===== config.mk =====
export PLATFORM = sky130hd
export DESIGN_NAME = per_class_latency_stats_top
export DESIGN_NICKNAME = d
export VERILOG_FILES = /design/src/pcls_pkg.sv /design/src/pcls_front.sv /design/src/pcls_div.sv /design/src/pcls_back.sv /design/src/per_class_latency_stats_top.sv
export SDC_FILE = /design/constraint.sdc
export NUM_CORES = 2
export LEC_CHECK = 0
export BUFFER_PORTS_ARGS = -buffer_cell sky130_fd_sc_hd__buf_2
export CAP_MARGIN = 25
export CORE_UTILIZATION = 35
export DETAILED_ROUTE_END_ITERATION = 8
export HOLD_SLACK_MARGIN = 0.05
export MAX_ROUTING_LAYER = met4
export PLACE_DENSITY = 0.54
export SYNTH_ARGS = -nofsm -noshare
export SYNTH_HDL_FRONTEND = slang
export SYNTH_SLANG_ARGS = --single-unit

===== constraint.sdc =====
create_clock -name clk -period 9.8 [get_ports clk]
set_clock_uncertainty 0.05 [all_clocks]
set_input_delay 1.96 -clock clk [delete_from_list [all_inputs] [get_ports clk]]
set_output_delay 1.96 -clock clk [all_outputs]
set_load 0.05 [all_outputs]

===== src/pcls_pkg.sv =====
`timescale 1ns / 1ps
// ----------------------------------------------------------------------------
// pcls_pkg
// Shared types, tag codes and helpers for the per-class latency statistics.
// ----------------------------------------------------------------------------
package pcls_pkg;

	localparam int ACC_WIDTH_DEF   = 64;
	localparam int NUM_CLASSES_DEF = 6;

	localparam int CNT_W      = 64;
	localparam int TIME_W     = 32;
	localparam int TAG_W      = 8;
	localparam int AVG_W      = 16;
	localparam int CLS_W      = 3;
	localparam int IN_DATA_W  = 40;   // tag + elapsed, padded to whole bytes
	localparam int OUT_DATA_W = 144;  // count + all-time count + average

	localparam logic [AVG_W-1:0] AVG_MAX = 16'hFFFF;

	// request tags
	localparam logic [TAG_W-1:0] TAG_BIND   = 8'h60;
	localparam logic [TAG_W-1:0] TAG_UNBIND = 8'h42;
	localparam logic [TAG_W-1:0] TAG_SEARCH = 8'h63;
	localparam logic [TAG_W-1:0] TAG_MODIFY = 8'h66;
	localparam logic [TAG_W-1:0] TAG_ADD    = 8'h68;
	localparam logic [TAG_W-1:0] TAG_DELETE = 8'h4A;

	// class numbers
	localparam logic [CLS_W-1:0] CLS_BIND   = 3'd0;
	localparam logic [CLS_W-1:0] CLS_UNBIND = 3'd1;
	localparam logic [CLS_W-1:0] CLS_SEARCH = 3'd2;
	localparam logic [CLS_W-1:0] CLS_MODIFY = 3'd3;
	localparam logic [CLS_W-1:0] CLS_ADD    = 3'd4;
	localparam logic [CLS_W-1:0] CLS_DELETE = 3'd5;

	typedef struct packed {
		logic             hit;
		logic [CLS_W-1:0] cls;
	} pcls_class_t;

	// one queued transaction, already classified
	typedef struct packed {
		logic              record;
		logic              hit;
		logic [CLS_W-1:0]  cls;
		logic [TIME_W-1:0] elapsed;   // zero already replaced by one
	} pcls_item_t;

	typedef struct packed {
		logic busy;
		logic done;
	} pcls_div_stat_t;

	function automatic pcls_class_t pcls_tag_class(input logic [TAG_W-1:0] tag);
		pcls_class_t r;
		r.hit = 1'b1;
		r.cls = CLS_BIND;
		case (tag)
			TAG_BIND:   r.cls = CLS_BIND;
			TAG_UNBIND: r.cls = CLS_UNBIND;
			TAG_SEARCH: r.cls = CLS_SEARCH;
			TAG_MODIFY: r.cls = CLS_MODIFY;
			TAG_ADD:    r.cls = CLS_ADD;
			TAG_DELETE: r.cls = CLS_DELETE;
			default:    r.hit = 1'b0;
		endcase
		return r;
	endfunction

endpackage


===== src/pcls_front.sv =====
`timescale 1ns / 1ps
// ----------------------------------------------------------------------------
// pcls_front
// Accepts request transactions, decodes the tag into a class and holds the
// classified items in a two-entry queue for the back end.
// ----------------------------------------------------------------------------
module pcls_front #(
	parameter int NUM_CLASSES = pcls_pkg::NUM_CLASSES_DEF
) (
	input  logic                           clk,
	input  logic                           arst_n,
	input  logic                           s_tvalid,
	output logic                           s_tready,
	input  logic [pcls_pkg::IN_DATA_W-1:0] s_tdata,   // op_tag[7:0], elapsed_ms[39:8]
	input  logic                           s_tuser,   // req_type
	output logic                           item_valid,
	input  logic                           item_ready,
	output pcls_pkg::pcls_item_t           item
);
	import pcls_pkg::*;

	pcls_class_t cl;
	pcls_item_t  new_item;
	pcls_item_t  fifo_q [2];
	logic        wr_ptr_q;
	logic        rd_ptr_q;
	logic [1:0]  cnt_q;
	logic        push;
	logic        pop;
	logic [TIME_W-1:0] t_in;

	assign t_in = s_tdata[TAG_W +: TIME_W];
	assign cl   = pcls_tag_class(s_tdata[TAG_W-1:0]);

	always_comb begin
		new_item.record  = ~s_tuser;
		new_item.hit     = cl.hit && (5'(cl.cls) < 5'(NUM_CLASSES));
		new_item.cls     = cl.cls;
		new_item.elapsed = (t_in == '0) ? TIME_W'(1) : t_in;
	end

	assign s_tready   = (cnt_q != 2'd2);
	assign item_valid = (cnt_q != 2'd0);
	assign item       = fifo_q[rd_ptr_q];
	assign push       = s_tvalid && s_tready;
	assign pop        = item_valid && item_ready;

	always_ff @(posedge clk) begin
		if (push) begin
			fifo_q[wr_ptr_q] <= new_item;
		end
	end

	always_ff @(posedge clk or negedge arst_n) begin
		if (!arst_n) begin
			wr_ptr_q <= 1'b0;
			rd_ptr_q <= 1'b0;
			cnt_q    <= 2'd0;
		end else begin
			if (push) begin
				wr_ptr_q <= ~wr_ptr_q;
			end
			if (pop) begin
				rd_ptr_q <= ~rd_ptr_q;
			end
			case ({push, pop})
				2'b10:   cnt_q <= cnt_q + 2'd1;
				2'b01:   cnt_q <= cnt_q - 2'd1;
				default: cnt_q <= cnt_q;
			endcase
		end
	end

	a_cnt_bound: assert property (@(posedge clk) disable iff (!arst_n)
		cnt_q != 2'd3)
		else $error("queue occupancy out of range");

	a_ptr_track: assert property (@(posedge clk) disable iff (!arst_n)
		(cnt_q == 2'd0 || cnt_q == 2'd2) |-> (wr_ptr_q == rd_ptr_q))
		else $error("queue pointers disagree with occupancy");

endmodule


===== src/pcls_div.sv =====
`timescale 1ns / 1ps
// ----------------------------------------------------------------------------
// pcls_div
// Restoring bit-serial divider, one quotient bit per cycle, quotient
// saturated to 16 bits.
// ----------------------------------------------------------------------------
module pcls_div #(
	parameter int ACC_WIDTH = pcls_pkg::ACC_WIDTH_DEF
) (
	input  logic                       clk,
	input  logic                       arst_n,
	input  logic                       start,
	input  logic [ACC_WIDTH-1:0]       dividend,
	input  logic [pcls_pkg::CNT_W-1:0] divisor,
	output pcls_pkg::pcls_div_stat_t   stat,
	output logic [pcls_pkg::AVG_W-1:0] quotient
);
	import pcls_pkg::*;

	localparam int STEP_W = $clog2(ACC_WIDTH + 1);

	logic [CNT_W-1:0]     rem_q;
	logic [ACC_WIDTH-1:0] quo_q;
	logic [CNT_W-1:0]     div_q;
	logic [STEP_W-1:0]    step_q;
	logic                 busy_q;
	logic [CNT_W:0]       trial;
	logic                 fits;

	assign trial = {rem_q, quo_q[ACC_WIDTH-1]};
	assign fits  = (trial >= {1'b0, div_q});

	assign stat.busy = busy_q;
	assign stat.done = busy_q && (step_q == '0);
	assign quotient  = (quo_q > ACC_WIDTH'(AVG_MAX)) ? AVG_MAX : quo_q[AVG_W-1:0];

	always_ff @(posedge clk) begin
		if (start) begin
			rem_q <= '0;
			quo_q <= dividend;
			div_q <= divisor;
		end else if (busy_q && step_q != '0) begin
			rem_q <= fits ? CNT_W'(trial - {1'b0, div_q}) : trial[CNT_W-1:0];
			quo_q <= {quo_q[ACC_WIDTH-2:0], fits};
		end
	end

	always_ff @(posedge clk or negedge arst_n) begin
		if (!arst_n) begin
			busy_q <= 1'b0;
			step_q <= '0;
		end else if (start) begin
			busy_q <= 1'b1;
			step_q <= STEP_W'(ACC_WIDTH);
		end else if (busy_q) begin
			if (step_q == '0) begin
				busy_q <= 1'b0;
			end else begin
				step_q <= step_q - STEP_W'(1);
			end
		end
	end

	a_no_restart: assert property (@(posedge clk) disable iff (!arst_n)
		start |-> !busy_q)
		else $error("divider restarted while busy");

endmodule


===== src/pcls_back.sv =====
`timescale 1ns / 1ps
// ----------------------------------------------------------------------------
// pcls_back
// Applies queued items to the per-class counters, runs the average through
// the serial divider and holds the result in the output register.
// ----------------------------------------------------------------------------
module pcls_back #(
	parameter int ACC_WIDTH   = pcls_pkg::ACC_WIDTH_DEF,
	parameter int NUM_CLASSES = pcls_pkg::NUM_CLASSES_DEF
) (
	input  logic                            clk,
	input  logic                            arst_n,
	input  logic                            item_valid,
	output logic                            item_ready,
	input  pcls_pkg::pcls_item_t            item,
	output logic                            m_tvalid,
	input  logic                            m_tready,
	output logic [pcls_pkg::OUT_DATA_W-1:0] m_tdata,  // op_count[63:0],
	                                                  // all_time_count[127:64],
	                                                  // avg_ms[143:128]
	output logic                            m_tuser   // recognized
);
	import pcls_pkg::*;

	localparam int CIW   = (NUM_CLASSES > 1) ? $clog2(NUM_CLASSES) : 1;
	localparam int SUM_W = ((ACC_WIDTH > TIME_W) ? ACC_WIDTH : TIME_W) + 1;

	localparam logic [1:0] ST_IDLE = 2'd0;
	localparam logic [1:0] ST_DIV  = 2'd1;
	localparam logic [1:0] ST_OUT  = 2'd2;

	localparam logic [ACC_WIDTH-1:0] ACC_MASK = {ACC_WIDTH{1'b1}};

	logic [ACC_WIDTH-1:0] accum_q [NUM_CLASSES];
	logic [CNT_W-1:0]     count_q [NUM_CLASSES];
	logic [CNT_W-1:0]     ever_q  [NUM_CLASSES];

	logic [1:0]           st_q;
	logic                 res_hit_q;
	logic [CNT_W-1:0]     res_cnt_q;
	logic [CNT_W-1:0]     res_ever_q;
	logic [AVG_W-1:0]     res_avg_q;

	logic                 m_tvalid_q;
	logic                 out_hit_q;
	logic [CNT_W-1:0]     out_cnt_q;
	logic [CNT_W-1:0]     out_ever_q;
	logic [AVG_W-1:0]     out_avg_q;

	logic [CIW-1:0]       idx;
	logic [ACC_WIDTH-1:0] acc_rd;
	logic [SUM_W-1:0]     sum;
	logic [SUM_W-1:0]     t_ext;
	logic [SUM_W-1:0]     mask_ext;
	logic                 wrap;
	logic                 upd;
	logic [ACC_WIDTH-1:0] new_acc;
	logic [CNT_W-1:0]     new_cnt;
	logic [CNT_W-1:0]     new_ever;
	logic                 take;
	logic                 div_start;
	logic                 out_load;
	pcls_div_stat_t       div_stat;
	logic [AVG_W-1:0]     div_quo;

	assign idx      = CIW'(item.cls);
	assign acc_rd   = accum_q[idx];
	assign t_ext    = SUM_W'(item.elapsed);
	assign mask_ext = SUM_W'(ACC_MASK);
	assign sum      = SUM_W'(acc_rd) + t_ext;
	assign wrap     = (sum > mask_ext);
	assign upd      = item.hit && item.record;

	always_comb begin
		new_acc  = acc_rd;
		new_cnt  = count_q[idx];
		new_ever = ever_q[idx];
		if (upd) begin
			new_ever = ever_q[idx] + CNT_W'(1);
			if (wrap) begin
				// accumulator restarts at this sample, count at one
				new_acc = (t_ext > mask_ext) ? ACC_MASK : t_ext[ACC_WIDTH-1:0];
				new_cnt = CNT_W'(1);
			end else begin
				new_acc = sum[ACC_WIDTH-1:0];
				new_cnt = count_q[idx] + CNT_W'(1);
			end
		end
	end

	assign item_ready = (st_q == ST_IDLE);
	assign take       = item_valid && item_ready;
	assign div_start  = take && item.hit && (new_cnt != '0);
	assign out_load   = (st_q == ST_OUT) && (!m_tvalid_q || m_tready);

	pcls_div #(
		.ACC_WIDTH (ACC_WIDTH)
	) u_div (
		.clk      (clk),
		.arst_n   (arst_n),
		.start    (div_start),
		.dividend (new_acc),
		.divisor  (new_cnt),
		.stat     (div_stat),
		.quotient (div_quo)
	);

	always_ff @(posedge clk or negedge arst_n) begin
		if (!arst_n) begin
			for (int i = 0; i < NUM_CLASSES; i++) begin
				accum_q[i] <= '0;
				count_q[i] <= '0;
				ever_q[i]  <= '0;
			end
		end else if (take && upd) begin
			accum_q[idx] <= new_acc;
			count_q[idx] <= new_cnt;
			ever_q[idx]  <= new_ever;
		end
	end

	always_ff @(posedge clk or negedge arst_n) begin
		if (!arst_n) begin
			st_q <= ST_IDLE;
		end else begin
			case (st_q)
				ST_IDLE: begin
					if (take) begin
						st_q <= div_start ? ST_DIV : ST_OUT;
					end
				end
				ST_DIV: begin
					if (div_stat.done) begin
						st_q <= ST_OUT;
					end
				end
				ST_OUT: begin
					if (out_load) begin
						st_q <= ST_IDLE;
					end
				end
				default: st_q <= ST_IDLE;
			endcase
		end
	end

	always_ff @(posedge clk) begin
		if (take) begin
			res_hit_q  <= item.hit;
			res_cnt_q  <= item.hit ? new_cnt : '0;
			res_ever_q <= item.hit ? new_ever : '0;
			res_avg_q  <= '0;
		end else if (st_q == ST_DIV && div_stat.done) begin
			res_avg_q <= div_quo;
		end
		if (out_load) begin
			out_hit_q  <= res_hit_q;
			out_cnt_q  <= res_cnt_q;
			out_ever_q <= res_ever_q;
			out_avg_q  <= res_avg_q;
		end
	end

	always_ff @(posedge clk or negedge arst_n) begin
		if (!arst_n) begin
			m_tvalid_q <= 1'b0;
		end else if (out_load) begin
			m_tvalid_q <= 1'b1;
		end else if (m_tready) begin
			m_tvalid_q <= 1'b0;
		end
	end

	assign m_tvalid = m_tvalid_q;
	assign m_tuser  = out_hit_q;
	assign m_tdata  = {out_avg_q, out_ever_q, out_cnt_q};

	a_div_nonzero: assert property (@(posedge clk) disable iff (!arst_n)
		div_start |-> (new_cnt != '0))
		else $error("divider started with zero count");

	a_div_busy: assert property (@(posedge clk) disable iff (!arst_n)
		(st_q == ST_DIV) |-> div_stat.busy)
		else $error("waiting on an idle divider");

	a_out_from_out: assert property (@(posedge clk) disable iff (!arst_n)
		$rose(m_tvalid_q) |-> $past(st_q == ST_OUT))
		else $error("result presented outside the output state");

endmodule


===== src/per_class_latency_stats_top.sv =====
`timescale 1ns / 1ps
// ----------------------------------------------------------------------------
// per_class_latency_stats_top
// Per-class operation counts and average latency for six request classes.
// ----------------------------------------------------------------------------
// One result per request transaction. A request first updates the class
// counters, then runs through the bit-serial divider that forms the average,
// and the result then moves into the output register. Unrecognized tags and
// classes with a zero count skip the divider. A two-entry input queue keeps
// accepting transactions while the back end is busy, until it is full, and
// the output register lets the next request start while a result still
// waits on m_tready.
module per_class_latency_stats_top #(
	parameter int ACC_WIDTH   = pcls_pkg::ACC_WIDTH_DEF,
	parameter int NUM_CLASSES = pcls_pkg::NUM_CLASSES_DEF
) (
	input  logic                            clk,
	input  logic                            arst_n,
	input  logic                            s_tvalid,
	output logic                            s_tready,
	input  logic [pcls_pkg::IN_DATA_W-1:0]  s_tdata,   // op_tag[7:0], elapsed_ms[39:8]
	input  logic                            s_tuser,   // req_type
	output logic                            m_tvalid,
	input  logic                            m_tready,
	output logic [pcls_pkg::OUT_DATA_W-1:0] m_tdata,   // op_count[63:0],
	                                                   // all_time_count[127:64],
	                                                   // avg_ms[143:128]
	output logic                            m_tuser    // recognized
);
	import pcls_pkg::*;

	logic       item_valid;
	logic       item_ready;
	pcls_item_t item;

	pcls_front #(
		.NUM_CLASSES (NUM_CLASSES)
	) u_front (
		.clk        (clk),
		.arst_n     (arst_n),
		.s_tvalid   (s_tvalid),
		.s_tready   (s_tready),
		.s_tdata    (s_tdata),
		.s_tuser    (s_tuser),
		.item_valid (item_valid),
		.item_ready (item_ready),
		.item       (item)
	);

	pcls_back #(
		.ACC_WIDTH   (ACC_WIDTH),
		.NUM_CLASSES (NUM_CLASSES)
	) u_back (
		.clk        (clk),
		.arst_n     (arst_n),
		.item_valid (item_valid),
		.item_ready (item_ready),
		.item       (item),
		.m_tvalid   (m_tvalid),
		.m_tready   (m_tready),
		.m_tdata    (m_tdata),
		.m_tuser    (m_tuser)
	);

endmodule


Word-level counts from Yosys, hierarchy flattened
Memories as Yosys holds them, arrays and structs flattened.
Index checks and enable logic that the tools add are counted.
- flip-flop bits (word level): 1649
- bits in writable memories: 74
- input bits: 45
- output and inout port bits: 147
- logic and storage cells: 140
- memories: 1
- memory list (name ; depth ; width ; read ports ; clocked after Yosys merged registers in ; wr ports ; RTL line ; RTL):
    u_front.fifo_q ; 2 ; 37 ; 1 ; 0 ; 1 ; pcls_front.sv:24 ; pcls_item_t fifo_q [2];
- add/subtract/negate cells: 7
- order comparisons: 7
- equality and inequality tests: 15
- muxes and demuxes: 43
- bitwise operators: 4
- reductions and logical operators: 27
- operator list (kind ; count):
    bitwise mux 384 bit ; 3
    two-way mux 64 bit ; 16
    binary-select mux 64 bit (select 3 bit) ; 3
    demux 64 bit (select 3 bit) ; 1
    adder 64 x 1 -> 64 bit, second input constant ; 2
    adder 64 x 32 -> 65 bit ; 1
    greater-or-equal comparator 65 x 64 -> 1 bit ; 1
    greater-than comparator 65 x 64 -> 1 bit, second input constant ; 1
    greater-than comparator 32 x 64 -> 1 bit, second input constant ; 1
    greater-than comparator 64 x 16 -> 1 bit, second input constant ; 1
    nonzero test 64 bit ; 1
    subtractor 64 bit ; 1
    == test 8 x 7 -> 1 bit, second input constant ; 6
    logical NOT 32 bit ; 1
    two-way mux 32 bit ; 1
    two-way mux 7 bit ; 3
    two-way mux 16 bit ; 1
    case mux 3 bit (5 select lines) ; 1
    logical AND 1 bit ; 12
    nonzero test 2 bit ; 5
    two-way mux 1 bit ; 8
    two-way mux 2 bit ; 4
    logical NOT 7 bit ; 1
    nonzero test 7 bit ; 1
    other kinds (20) ; 27

Logic depth before layout (Yosys ltp)
An unclocked memory read counts as a cell.
- word-level depth: 14
- gate-level depth with buffers: 36
- mapped depth without buffers: 22

Modules after synthesis
Synthesis repeated with hierarchy kept, for this count alone.
- cells, all modules: 8481
- area total of the unflattened synthesis: 83053.4 µm²
- modules (own cells, without submodules) (module ; instances ; cells an instance ; area an instance (µm²) ; seq. area each (µm²)):
    pcls_back ; 1 ; 6990 ; 67379.6 ; 37450.9
    pcls_div ; 1 ; 1297 ; 12404.4 ; 5325.1
    pcls_front ; 1 ; 194 ; 3269.4 ; 2322.2

Least setup slack after synthesis
No wires, ideal clock.
- path kind: register -> register
- start: register u_front.rd_ptr_q
- end: register u_back.u_div.quo_q[0], enable pin
- setup time: 0.433 ns
- arrival: 8.672 ns
- data required time: 9.317 ns
- setup slack: 0.645 ns
- stages on the path, launching flop included: 35
- path buffers: 15
- period minus slack after synthesis: 9.155 ns
- cell sequence: dfrtp_1 buf_6 mux2_4 buf_4 buf_4 buf_4 buf_4 buf_4 buf_4 buf_2 buf_2 buf_1 buf_1 buf_1 a21oi_1 o21ai_0 inv_1 ha_1 fa_1 a211oi_1 o211ai_1 a311oi_1 o21ai_0 a21oi_1 o21a_1 clkbuf_1 nor3_1 nor3_1 nor2_1 nand3_1 nor3_1 a211oi_1 buf_4 buf_6 nand2b_1
- longest elaborated chain between the ends: 12
- elaborated cells between the ends (all ways): 18
- those cells by class: add/sub: 2; order compare: 1; mux: 8; bitwise: 1; reduce/logical: 5; memory: 1
- ends and longest elaborated chain (item ; RTL line ; RTL):
    start, declared ; pcls_front.sv:26 ; logic rd_ptr_q;
    start signal, assigned ; pcls_front.sv:64 ; rd_ptr_q <= ~rd_ptr_q;
    memory (2 x 37 bit) (*) ; -- ;
    NOT 3 -> 4 bit (implied by the code) ; pcls_back.sv:67, pcls_back.sv:76, pcls_back.sv:86 ;
    binary-select mux 64 bit (select 3 bit) ; pcls_back.sv:67 ; assign acc_rd = accum_q[idx];
    two-way mux 64 bit (implied by the code) (2 in series) ; pcls_back.sv:67 ;
    adder 64 x 32 -> 65 bit ; pcls_back.sv:70 ; assign sum = SUM_W'(acc_rd) + t_ext;
    greater-than comparator 65 x 64 -> 1 bit ; pcls_back.sv:71 ; assign wrap = (sum > mask_ext);
    two-way mux 64 bit ; pcls_back.sv:80 ; if (wrap) begin
    two-way mux 64 bit (*) ; pcls_back.sv:78 ; if (upd) begin
    named net u_back.new_cnt[31] ; pcls_back.sv:58 ; logic [CNT_W-1:0] new_cnt;
    nonzero test 64 bit (*) ; pcls_back.sv:93 ; assign div_start = take && item.hit && (new_cnt != '0);
    logical AND 1 bit (*) ; pcls_back.sv:93 ;
    nonzero test 2 bit (no source line) (*) ; -- ;
    end signal, assigned ; pcls_div.sv:40 ; quo_q <= dividend;
    end signal, assigned ; pcls_div.sv:44 ; quo_q <= {quo_q[ACC_WIDTH-2:0], fits};
    end, declared ; pcls_div.sv:23 ; logic [ACC_WIDTH-1:0] quo_q;
The timed path passes the listed nets; every way through them passes the cells marked *. The select of a mux whose other input is x is not followed.
A chain may end at the register's enable or synchronous reset.

Worst setup path in the final report
- start: register u_front.rd_ptr_q
- end: register u_back.u_div.quo_q[40] (data pin)
- longest elaborated chain between the ends: 12
- elaborated cells between the ends (all ways): 22
- those cells by class: add/sub: 2; order compare: 2; mux: 12; bitwise: 1; reduce/logical: 4; memory: 1
- ends and longest elaborated chain (item ; RTL line ; RTL):
    memory (2 x 37 bit) (*) ; -- ;
    NOT 3 -> 4 bit (implied by the code) ; pcls_back.sv:67, pcls_back.sv:76, pcls_back.sv:86 ;
    binary-select mux 64 bit (select 3 bit) ; pcls_back.sv:67 ;
    two-way mux 64 bit (implied by the code) (2 in series) ; pcls_back.sv:67 ;
    adder 64 x 32 -> 65 bit ; pcls_back.sv:70 ;
    greater-than comparator 65 x 64 -> 1 bit ; pcls_back.sv:71 ;
    two-way mux 64 bit ; pcls_back.sv:80 ;
    two-way mux 64 bit (*) ; pcls_back.sv:78 ;
    named net u_back.new_cnt[39] ; pcls_back.sv:58 ;
    nonzero test 64 bit (*) ; pcls_back.sv:93 ;
    logical AND 1 bit (*) ; pcls_back.sv:93 ;
    two-way mux 64 bit (*) ; pcls_div.sv:38 ; if (start) begin
Marked as above.

==> impl_metrics.yaml <==
placement:
  dp_hpwl_microns: 159000
  port_buffers: 191
  pre_cts_ws_ns: 1.00
  placedInstanceArea_sq_um: 84200
  gp_congestion: 0.914
timing:
  worst-slew-pin-transition_ns: 1.08
  period_share: 0.916
  setup_violations: 0
  max_freq_ghz: 0.111
  slew_violations: 0
  rsz0062_at_grt: "false"
  postLayoutSetupSlackWorst_ns: 0.828
  post-route-min-period_ns: 8.97
  tns_ns: 0
  maxSlewHeadroom: 0.270
  hold_viol_final: 0
status:
  status: "complete, no violations"
route:
  ant_nets: 0
  dr.pass1.iters: 8
  drtIter0Drc: 5298
  avgViaCountPerCell: 5.47
  drc: 0
  vias: 59300
  wl_per_cell_microns: 23.1
  totalWireLength_microns: 251000
floorplan:
  fp.dieW_microns: 480
  boundaryPins: 192
  dieArea_sq_um: 231000
  fp-row-count: 175
  start_util: 0.352
  core-area_sq_um: 227000
  die-height_microns: 480
synth:
  synth-seq-area-share: 0.563
  async_flop_share: 0.677
  syn_inst: 7668
  synth_cell_types: 98
  postSynthAreaPerCell_sq_um: 10.5
  synth-seq-cells: 1723
  synth_edf_count: 476
  syn_area_sq_um: 80100
  synth_top_flop_cell: "dfrtp_1"
  synth_nets: 7816
  yosysWarnings: 0
clock_tree:
  cts_tree: "built"
  clk_latency_ns: 0.88
  cts_made_buffers: 191
  path_clk_slew_ns: 0.06
  cts_max_level: 4
  postCtsHoldBufs: 0
  cts_root_buffer: "clkbuf_16"
  cts.repair.resized: 0
  clock_path_buffers: 3
  cts_setup_buffers: 0
  cts.sinks: 1723
layout:
  layout.cells.most_common: "nand2_1"
  fin_area_sq_um: 90800
  fin_nets: 7814
  syn_to_final_growth_pct: 13.3
  mostFrequentLayoutCells: "1316 x nand2_1, 1166 x dfrtp_1, 965 x o21ai_0"
  layout-drive-gt1-share: 0.153
power:
  power_leakage_nw: 37.8
  p_per_area_nw_per_um2: 295
  ir_drop_v: 0.000281
min_path:
  hold_path.class: "reg -> reg"
critical_path:
  cp_max_fo: 24
  cp.arrival_ns: 9.54
  crit_type: "reg -> reg"
  crit_path_end_kind: "flip-flop"
  cp.required_ns: 10.36
  cp-start-kind: "flip-flop"
grt:
  grt_usage: 0.222
  antenna_found_initial: 6
  grt_pass1_vias: 58900
  grt.overflow.total: 0
  grt_max_degree: 183
  grt_first_pass_wirelength_microns: 380000
flow_run:
  drv_cap: 0
==> flip-flops by register name, indices dropped and copies added, names as in the netlist <==
| register | flops |
|---|---|
| u_back.accum_q | 384 |
| u_back.count_q | 384 |
| u_back.ever_q | 384 |
| u_front.fifo_q | 74 |
| u_back.out_cnt_q | 64 |
| u_back.out_ever_q | 64 |
| u_back.res_cnt_q | 64 |
| u_back.res_ever_q | 64 |
| u_back.u_div.div_q | 64 |
| u_back.u_div.quo_q | 64 |
| u_back.u_div.rem_q | 64 |
| u_back.out_avg_q | 16 |
| u_back.res_avg_q | 16 |
| u_back.u_div.step_q | 7 |
| u_back.st_q | 2 |
| u_front.cnt_q | 2 |
| u_back.m_tuser | 1 |
| u_back.m_tvalid | 1 |
| u_back.res_hit_q | 1 |
| u_back.u_div.busy_q | 1 |
| u_front.rd_ptr_q | 1 |
| u_front.wr_ptr_q | 1 |
==> per-layer routing <==
metal,global-route usage,vias to the layer above,share of wire
met3,0.0320,372,0.051
met1,0.291,29900,0.45
met4,0.0709,0,0.030
met2,0.353,1653,0.47
met5,-,-,0
li1,-,27400,-
==> final timing paths <==
check / from / to / slack (ns) / cells after the start
worst max-delay path: u_front.rd_ptr_q$_DFFE_PN0P_ / u_back.u_div.quo_q[40]$_DFFE_PP_ / 0.83 / 24
worst min-delay path: u_back.res_ever_q[12]$_SDFFCE_PN0P_ / u_back.out_ever_q[12]$_DFFE_PP_ / 0.37 / 0
worst max register to register: u_front.rd_ptr_q$_DFFE_PN0P_ / u_back.u_div.quo_q[40]$_DFFE_PP_ / 0.83 / 24
worst min register to register: u_back.res_ever_q[12]$_SDFFCE_PN0P_ / u_back.out_ever_q[12]$_DFFE_PP_ / 0.37 / 0
max in group asynchronous: arst_n / u_back.count_q[122]$_DFFE_PN0P_ / 6.57 / 3
min in group asynchronous: arst_n / u_back.ever_q[235]$_DFFE_PN0P_ / 1.00 / 1
==> through the flow <==
stage	hold WS [ns]	utilization	total power (W)	instances
6_report	0.366	0.399	0.0268	10800
5_1_grt	0.372	0.399	0.0282	10800
4_1_cts	0.369	0.399	0.0270	10800
3_5_place_dp	0.355	0.370	0.0196	10500
3_3_place_gp	0.353	0.370	0.0194	10500
2_1_floorplan	0.350	-	0.0163	7668
==> report_power, final <==
| part | leakage [nW] | total [W] | switching (W) | internal [W] |
|---|---|---|---|---|
| logic | 13.2 | 0.00972 | 0.00682 | 0.00290 |
| clock network | 3.13 | 0.00734 | 0.00311 | 0.00423 |
| registers | 21.4 | 0.00973 | 0.000666 | 0.00906 |
==> synth_stat cells (20+ instances only) <==
master | instances | area share
nand2_1 | 1325 | 0.062
dfrtp_1 | 1167 | 0.36
o21ai_0 | 966 | 0.060
edfxtp_1 | 476 | 0.18
mux2_2 | 461 | 0.065
clkbuf_1 | 412 | 0.019
nor2_1 | 373 | 0.017
a21oi_1 | 276 | 0.017
inv_1 | 206 | 0.0096
xnor2_1 | 132 | 0.014
nor3_1 | 126 | 0.0079
nand3_1 | 121 | 0.0076
xor2_1 | 112 | 0.012
a222oi_1 | 102 | 0.013
ha_1 | 101 | 0.016
mux2i_1 | 86 | 0.011
o22ai_1 | 84 | 0.0066
dfxtp_1 | 80 | 0.020
o211ai_1 | 74 | 0.0069
nor4_1 | 72 | 0.0056
a21o_1 | 71 | 0.0067
and2_1 | 62 | 0.0048
a22o_1 | 60 | 0.0066
buf_2 | 58 | 0.0036
o31ai_1 | 44 | 0.0041
nand2b_1 | 42 | 0.0033
nand4_1 | 37 | 0.0029
o21a_1 | 33 | 0.0031
a211oi_1 | 31 | 0.0029
buf_1 | 31 | 0.0015
a22oi_1 | 28 | 0.0026
and3_1 | 25 | 0.0020
buf_4 | 23 | 0.0022
a31oi_1 | 22 | 0.0017
nor2b_1 | 22 | 0.0017
or3_1 | 21 | 0.0016
o221a_2 | 20 | 0.0028
or2_2 | 20 | 0.0016
==> worst max-delay path, cell delays in order, from the launching register on <==
cell and delay [ns]:
dfrtp_2 0.72, mux2i_4 0.68, nand3_2 0.70, o22ai_1 0.38
nor2_1 0.07, o21ai_0 0.07, inv_1 0.08, ha_1 0.21
fa_1 0.43, a211oi_1 0.43, o211ai_1 0.19, a311oi_1 0.40
o21ai_0 0.26, a21oi_1 0.51, o21a_1 0.36, buf_4 0.22
nor3_1 0.07, buf_4 0.19, nor3_1 0.78, nor2_1 0.10
nand3_1 0.16, nor3_1 0.10, a211oi_4 0.62, buf_4 0.47
mux2_2 0.39
==> area by class of cell <==
cell class              count  area (sq um)
fillers                 22000        137000
clock buffers             270          5380
diodes                      4          10.0
repair buffers            334          2350
flip-flops and latches   1723         45100
well taps                3009          3760
clock inverters            89          1040
multi-input cells        5209         32400
inverters                 207           782
==> kinds of logic after synthesis <==
| logic type | synth area share |
|---|---|
| adders and majority gates | 0.0163 |
| and+or+nand+nor | 0.130 |
| muxes | 0.0770 |
| AOI/OAI and AO/OA | 0.150 |
| DFF | 0.563 |
| xor gates and xnor gates | 0.0267 |
| buffers and inverters | 0.0369 |
Note: power is estimated with default switching activity, not from simulation.
